==> src/design/wls_pkg.sv <==
// Types, constants and register defaults of the link supervisor.
`timescale 1ns / 1ps

package wls_pkg;

    // Station link phases
    typedef enum logic [1:0] {
        PH_PROV = 2'd0,
        PH_CONN = 2'd1,
        PH_UP   = 2'd2,
        PH_WAIT = 2'd3
    } t_link_phase;

    // Access point phases
    typedef enum logic [1:0] {
        AP_OFF  = 2'd0,
        AP_ON   = 2'd1,
        AP_WAIT = 2'd2
    } t_ap_phase;

    // Lifecycle events
    typedef enum logic [1:0] {
        EV_CONNECTING = 2'd0,
        EV_CONNECTED  = 2'd1,
        EV_DISABLED   = 2'd2,
        EV_ERROR      = 2'd3
    } t_event;

    // Radio modes
    typedef enum logic [1:0] {
        MODE_OFF  = 2'd0,
        MODE_STA  = 2'd1,
        MODE_AP   = 2'd2,
        MODE_BOTH = 2'd3
    } t_mode;

    // Request operations
    typedef enum logic {
        OP_START = 1'b0,
        OP_TICK  = 1'b1
    } t_op;

    // Configuration register indexes
    localparam int unsigned CFG_IDX_W  = 3;
    localparam int unsigned CFG_DATA_W = 32;
    typedef enum logic [CFG_IDX_W-1:0] {
        CFG_STA_CREDS     = 3'd0,
        CFG_STA_TIMEOUT   = 3'd1,
        CFG_STA_RETRY     = 3'd2,
        CFG_FALLBACK_DLY  = 3'd3,
        CFG_AP_RETRY      = 3'd4,
        CFG_AP_IDLE       = 3'd5
    } t_cfg_idx;

    // Disconnect reasons that end an attempt immediately
    localparam logic [15:0] RSN_AUTH_EXPIRE   = 16'd2;
    localparam logic [15:0] RSN_ASSOC_EXPIRE  = 16'd4;
    localparam logic [15:0] RSN_HANDSHAKE_TO  = 16'd15;
    localparam logic [15:0] RSN_AUTH_FAIL_8021X = 16'd23;
    localparam logic [15:0] RSN_BEACON_TO     = 16'd201;
    localparam logic [15:0] RSN_NO_AP         = 16'd202;
    localparam logic [15:0] RSN_AUTH_FAIL     = 16'd203;
    localparam logic [15:0] RSN_ASSOC_FAIL    = 16'd204;

    typedef struct packed {
        logic        sta_credentials_present;
        logic [31:0] sta_attempt_timeout_ms;
        logic [31:0] sta_retry_interval_ms;
        logic [31:0] fallback_ap_delay_ms;
        logic [31:0] ap_retry_interval_ms;
        logic [31:0] ap_idle_timeout_ms;
    } t_cfg;

    localparam t_cfg CFG_RESET = '{
        sta_credentials_present: 1'b1,
        sta_attempt_timeout_ms:  32'd15000,
        sta_retry_interval_ms:   32'd5000,
        fallback_ap_delay_ms:    32'd30000,
        ap_retry_interval_ms:    32'd5000,
        ap_idle_timeout_ms:      32'd300000
    };

    typedef struct packed {
        logic        operation;
        logic [31:0] now_ms;
        logic        link_up;
        logic        disconnect_seen;
        logic [15:0] disconnect_reason;
        logic        ap_start_ok;
        logic        ap_has_clients;
    } t_in_item;

    typedef struct packed {
        logic       event_valid;
        logic [1:0] event_code;
        logic       mode_write;
        logic [1:0] mode_value;
        logic       ap_start_cmd;
        logic       ap_stop_cmd;
        logic       sta_begin_cmd;
        logic       sta_drop_cmd;
        logic [1:0] link_phase;
        logic [1:0] ap_phase;
    } t_out_item;

    typedef struct packed {
        t_link_phase link_phase;
        t_ap_phase   ap_phase;
        logic        credentials_latched;
        logic        campaign_active;
        logic        fallback_requested;
        logic        accepting_disconnects;
        logic [31:0] campaign_start_time;
        logic [31:0] attempt_start_time;
        logic [31:0] retry_start_time;
        logic [31:0] ap_activity_time;
        logic [31:0] ap_retry_time;
    } t_state;

    localparam t_state STATE_RESET = '{
        link_phase: PH_PROV,
        ap_phase:   AP_OFF,
        default:    '0
    };

endpackage

==> src/design/wls_cfg_regs.sv <==
// Configuration register file, written through a plain write port.
`timescale 1ns / 1ps

module wls_cfg_regs import wls_pkg::*; (
    input  logic                  i_clk,
    input  logic                  i_rst_n,
    input  logic                  i_cfg_we,
    input  logic [CFG_IDX_W-1:0]  i_cfg_idx,
    input  logic [CFG_DATA_W-1:0] i_cfg_data,
    output t_cfg                  o_cfg
);

    t_cfg r_cfg;

    // Register writes; indexes past the list are dropped
    always_ff @(posedge i_clk) begin
        if (!i_rst_n) begin
            r_cfg <= CFG_RESET;
        end else if (i_cfg_we) begin
            unique case (t_cfg_idx'(i_cfg_idx))
                CFG_STA_CREDS:    r_cfg.sta_credentials_present <= i_cfg_data[0];
                CFG_STA_TIMEOUT:  r_cfg.sta_attempt_timeout_ms  <= i_cfg_data;
                CFG_STA_RETRY:    r_cfg.sta_retry_interval_ms   <= i_cfg_data;
                CFG_FALLBACK_DLY: r_cfg.fallback_ap_delay_ms    <= i_cfg_data;
                CFG_AP_RETRY:     r_cfg.ap_retry_interval_ms    <= i_cfg_data;
                CFG_AP_IDLE:      r_cfg.ap_idle_timeout_ms      <= i_cfg_data;
                default: begin
                end
            endcase
        end
    end

    assign o_cfg = r_cfg;

endmodule

==> config.mk <==
export PLATFORM = sky130hd
export DESIGN_NAME = wls_cfg_regs
export DESIGN_NICKNAME = d
export VERILOG_FILES = /design/src/design/wls_pkg.sv /design/src/design/wls_cfg_regs.sv
export SDC_FILE = /design/constraint.sdc
export NUM_CORES = 1
export LEC_CHECK = 0
export BUFFER_PORTS_ARGS = -buffer_cell sky130_fd_sc_hd__buf_4
export CAP_MARGIN = 20
export CELL_PAD_IN_SITES_DETAIL_PLACEMENT = 1
export CELL_PAD_IN_SITES_GLOBAL_PLACEMENT = 1
export CORE_MARGIN = 4
export CORE_UTILIZATION = 38
export DETAILED_ROUTE_END_ITERATION = 16
export PLACE_DENSITY_LB_ADDON = 0.1
export REMOVE_ABC_BUFFERS = 1
export SYNTH_ARGS = -nofsm -noshare
export SYNTH_HDL_FRONTEND = slang
export SYNTH_SLANG_ARGS = --single-unit
==> constraint.sdc <==
create_clock -name i_clk -period 1.2 [get_ports i_clk]
set_input_delay 0.18 -clock i_clk [delete_from_list [all_inputs] [get_ports i_clk]]
set_output_delay 0.18 -clock i_clk [all_outputs]
set_load 0.005 [all_outputs]
Yosys cells after proc, flatten, opt, wreduce, memory -nomap -nowiden. Index checks and enable logic that the tools add are counted.

Flip-flop bits (word level): 161. Bits of input ports: 38.

Equality and inequality tests: 5. Reductions and logical operators: 7.

Operators by type and width (number): $reduce_and 2->1 (6); $eq 3x2->1 const B (2); $eq 3x3->1 const B (2); $eq 3x1->1 const B (1); $logic_not 3->1 (1).

Logic depth before layout (Yosys ltp).
Depth after elaboration: 2. Mapped depth: 5. Depth with buffers taken out: 2.

Least setup slack after synthesis. No wires, ideal clock.

Kind: input -> register. From: input i_rst_n. To: register r_cfg (netlist bit o_cfg[124]). Setup time: 0.072 ns. Arrival: 0.896 ns. Data required time: 1.128 ns. Path slack: 0.233 ns. Cell stages on the path: 5. Cell sequence: buf_4 buf_2 clkbuf_1 nand2_1 mux2i_1.

RTL lines: start, declared (RTL line wls_cfg_regs.sv:6) `input logic i_rst_n,`; end, declared (RTL line wls_cfg_regs.sv:13) `t_cfg r_cfg;`.

Final worst setup path.
From: register r_cfg (netlist bit o_cfg[129]). To: output o_cfg[129] in the netlist's numbering.

RTL lines: end, declared (RTL line wls_cfg_regs.sv:10) `output t_cfg o_cfg`.

No word-level cell between the ends.

==> run summary <==
• 0.0159 sq mm — core area
• 0.764 — placer's final routability congestion estimate
• 0 — number of antenna violations at the first check in global routing
• yes — clock tree from TritonCTS
• 0 ns — Final TNS setup
• 5301 — vias in the first global route
• 23.5% — fraction of power spent switching nets
• 14 — number of distinct standard cells referenced by the synthesized netlist
• 198 — Port Buffers
• 11.9 mW — post-layout power
• 1 — stages on the worst setup path
• reg -> out — category of the most critical setup path
• 4818 — via count
• flip-flop — type of element launching the critical path
• 46 — Placement Rows
• 0.0928 ns — post-layout worst setup margin
• 135 um — Die X-Extent
• 7.5% — Comb pwr share
• 8.14% — met3 track demand over resource in global routing
• 10.6 sq um — average size of a mapped cell
• 26.2% — post-synthesis mux area share
• 903 MHz — upper clock frequency limit
• 16.1% — basic-gate share of the synthesized area counting and, or, nand and nor cells
• 0.0287 ns — Final Hold Slack
• 0% — synthesized-area fraction occupied by ao, oa, aoi and oai cells
• 0 — number of nets still failing antenna checks after routing
• 161 — #FFs+latches synth
• 9.08 mW — internal power of the cells
• 1016 — final standard cell count with taps included and fillers excluded
• 0% — share of synthesized cell area in full adder, half adder and majority cells
• 0.93 ns — crit path DAT
• 0 — final setup violating endpoints
• completed — outcome
• 1.02 ns — CP Data Required Time
• 4 — first drt pass iteration count
• sky130_fd_sc_hd__dfxtp_1, sky130_fd_sc_hd__mux2i_1, sky130_fd_sc_hd__nand2_1, sky130_fd_sc_hd__nor2b_1, sky130_fd_sc_hd__buf_6 — top area cells in the synthesized netlist
• o_cfg[25]$_SDFFE_PN0P_ — reg-to-reg startpoint
• 135 um — overall die height
• 0.07 ns — clock transition at the register clock pins on the worst setup and hold paths after CTS
• 0.00614 sq mm — Synth Cell Area
• 0% — fraction of registers with async set/reset
• 0 — remaining global-route overflow
• sky130_fd_sc_hd__dfxtp_1 — cell at the slowest stage of the critical path
• output pin — Worst Setup End Kind
• 0 — final slew viol count
• o_cfg[129] — end point of the critical path
• 75.3% — relative slew slack
• 0 — number of warnings printed during yosys synthesis
• -0.0198 ns — worst slack at placement
• met2 — most used routing layer in global routing
• 52.5% — proportion of synthesized chip area in sequential cells
• 0% — share of the synthesized netlist area taken by xor and xnor gates
• 4.18 nW — P_leak
• 2 — maximum clock insertion buffer count
• 28.3 mm — global-route wire length before repair
• 0.366 ns — transition time at the pin with the least slew margin
• 0.000952 V — IR drop worst, VDD
• 123 — initial DRC count
• 39.9% — layout-stage area growth over the synthesis result
• buf_4 — CP Cell Sequence
• 38.7% — initial cell density of the core
• 72 — maximum number of pins on one net before global-route repair
• 0 — number of buffers added to fix hold violations after cts
• sky130_fd_sc_hd__dfxtp_1, sky130_fd_sc_hd__mux2i_1, sky130_fd_sc_hd__nand2_1 — most common library cells after synthesis
• o_cfg[25]$_SDFFE_PN0P_ — reg-to-reg endpoint
• 2 — Max FO, Critical Path
• 2.79 mW — net switching component of the power
• 34.5% — met2 layer usage reported by global route
• 0 — number of post-CTS setup repair buffers
• 0 ns — clock skew after layout
• 161 — Largest register FFs
• 4 — Clock H-tree levels
• 825 — final layout net count
• 199 — boundary pin count
• 0.38 ns — crit-path max cell delay
• 161 — clock sink total
• 1.11 ns — final worst path period need
• 17.7 um — final routed wire length divided by cell count
• sky130_fd_sc_hd__clkbuf_16 — Root Buffer Master
• 13.1 mm — final HPWL from detailed placement
• 1 — Worst Path Buf+Inv
• o_cfg[129]$_SDFFE_PN0P_ — Setup crit start
• 33.0% — fraction of layout cells with a size suffix above 1
• flip-flops — category of cells accounting for the largest share of critical-path delay
• 17 — number of buffers created by CTS
• 0 — final count of hold timing violations
• 4.74 — Vias per Instance
• multiplexers — main combinational cell family by area after synthesis
• no — unrepaired setup endpoints after global routing
• 19.8% — global routing usage summed across all routing layers
• 0.51 ns — flop-to-flop setup slack
• 0 — Max-cap violations
• 1380 mW/mm^2 — Power Dens Cells
• 22.4% — GR Util met1
• in -> reg — worst min-delay path class
• 2 — cells on worst reg2reg path
• 984 — placed instance count
• 0.0183 sq mm — Total Die Area
• 0 — post-cts repair resize count
• sky130_fd_sc_hd__dfxtp_1 — main flop type after synthesis
• 581 — synthesized instance count
• 52.5% — area fraction of the dominant cell type after synthesis
• 0 — n_diodes
• 0 — number of flops mapped to enable cells by yosys
• 18.0 mm — Routed Wire Length
• 1780 — number of inserted filler cells in the final layout
• 46.6% — portion of total power attributed to sequential cells
• 0.41 ns — clock latency of the later-clocked register in the worst-skew pair
• 45.8% — portion of total power attributed to the clock network
• 0 — number of DRC violations after detailed routing
• 92.3% — share of the cycle needed by the critical path after routing
• sky130_fd_sc_hd__dfxtp_1 — library cell occupying the most area in the post-synthesis netlist
==> layout by cell type, fill, tap and decap left out, drive strengths merged <==
cell      synthesis  layout
dfxtp           161     161
and4b             2       2
and4bb            2       2
bufinv            0       2
nand4b            2       2
clkbuf           20      18
nand4bb           2       2
clkinv            0       2
buf              23     230
nor4b             1       1
clkinvlp          0       5
mux2i           161     161
nor2b            48      48
inv               0       5
nand2           159     159
==> power groups by stage <==
stage               sequential (mW)  combinational, mW  clock, mW
global placement               5.65              0.880          0
CTS                            5.54              0.913       5.57
global route                   5.55              0.977       5.83
detailed placement             5.65              0.908          0
floorplan                      5.65              0.306          0
finish                         5.53              0.896       5.44
==> worst register-to-register path, delay by kind of cell, from the launching register on <==
kind / cells / cell delay, ns
simple gates: 1 / 0.07
flops: 1 / 0.36
mux: 1 / 0.18
==> layout make-up <==
cell class / count / area (sq um) / area share (%)
multi-input cells: 377 / 2620 / 30.5
repair buffers: 230 / 1890 / 22.0
flip-flops and latches: 161 / 3220 / 37.5
clock inverters: 14 / 155 / 1.80
well taps: 216 / 270 / 3.14
clock buffers: 18 / 439 / 5.11
==> how the worst min path moves through the flow <==
stage	from	endpoint	slack, ns	cells past startpoint
after global placement	o_cfg[158]$_SDFFE_PN0P_	o_cfg[158]$_SDFFE_PN0P_	0.44	2
after detailed placement	o_cfg[29]$_SDFFE_PN0P_	o_cfg[29]$_SDFFE_PN0P_	0.45	2
final	i_cfg_data[6]	o_cfg[6]$_SDFFE_PN1P_	0.03	3
after CTS	i_cfg_data[6]	o_cfg[6]$_SDFFE_PN1P_	0.01	3
after global routing	i_cfg_data[7]	o_cfg[71]$_SDFFE_PN0P_	0.02	3
after floorplan	i_cfg_data[8]	o_cfg[136]$_SDFFE_PN0P_	0.32	2
==> stage by stage <==
step	area [sq um]	util [%]
after floorplan	5830	-
after global placement	8000	50.4
after detailed placement	8000	50.4
after CTS	8600	54.1
after global routing	8600	54.1
final	8600	54.1
==> logic make-up after synthesis <==
logic type             count (synthesis)
flip-flops                           161
multiplexers                         161
AND/OR/NAND/NOR                      216
buffers and inverters                 43
==> layer usage <==
layer	wire length, um	vias to the layer above
met4	302	0
met3	1390	23
li1	-	2330
met1	7300	2332
met5	0	-
met2	8960	133
(Power assumes the default switching activity.)
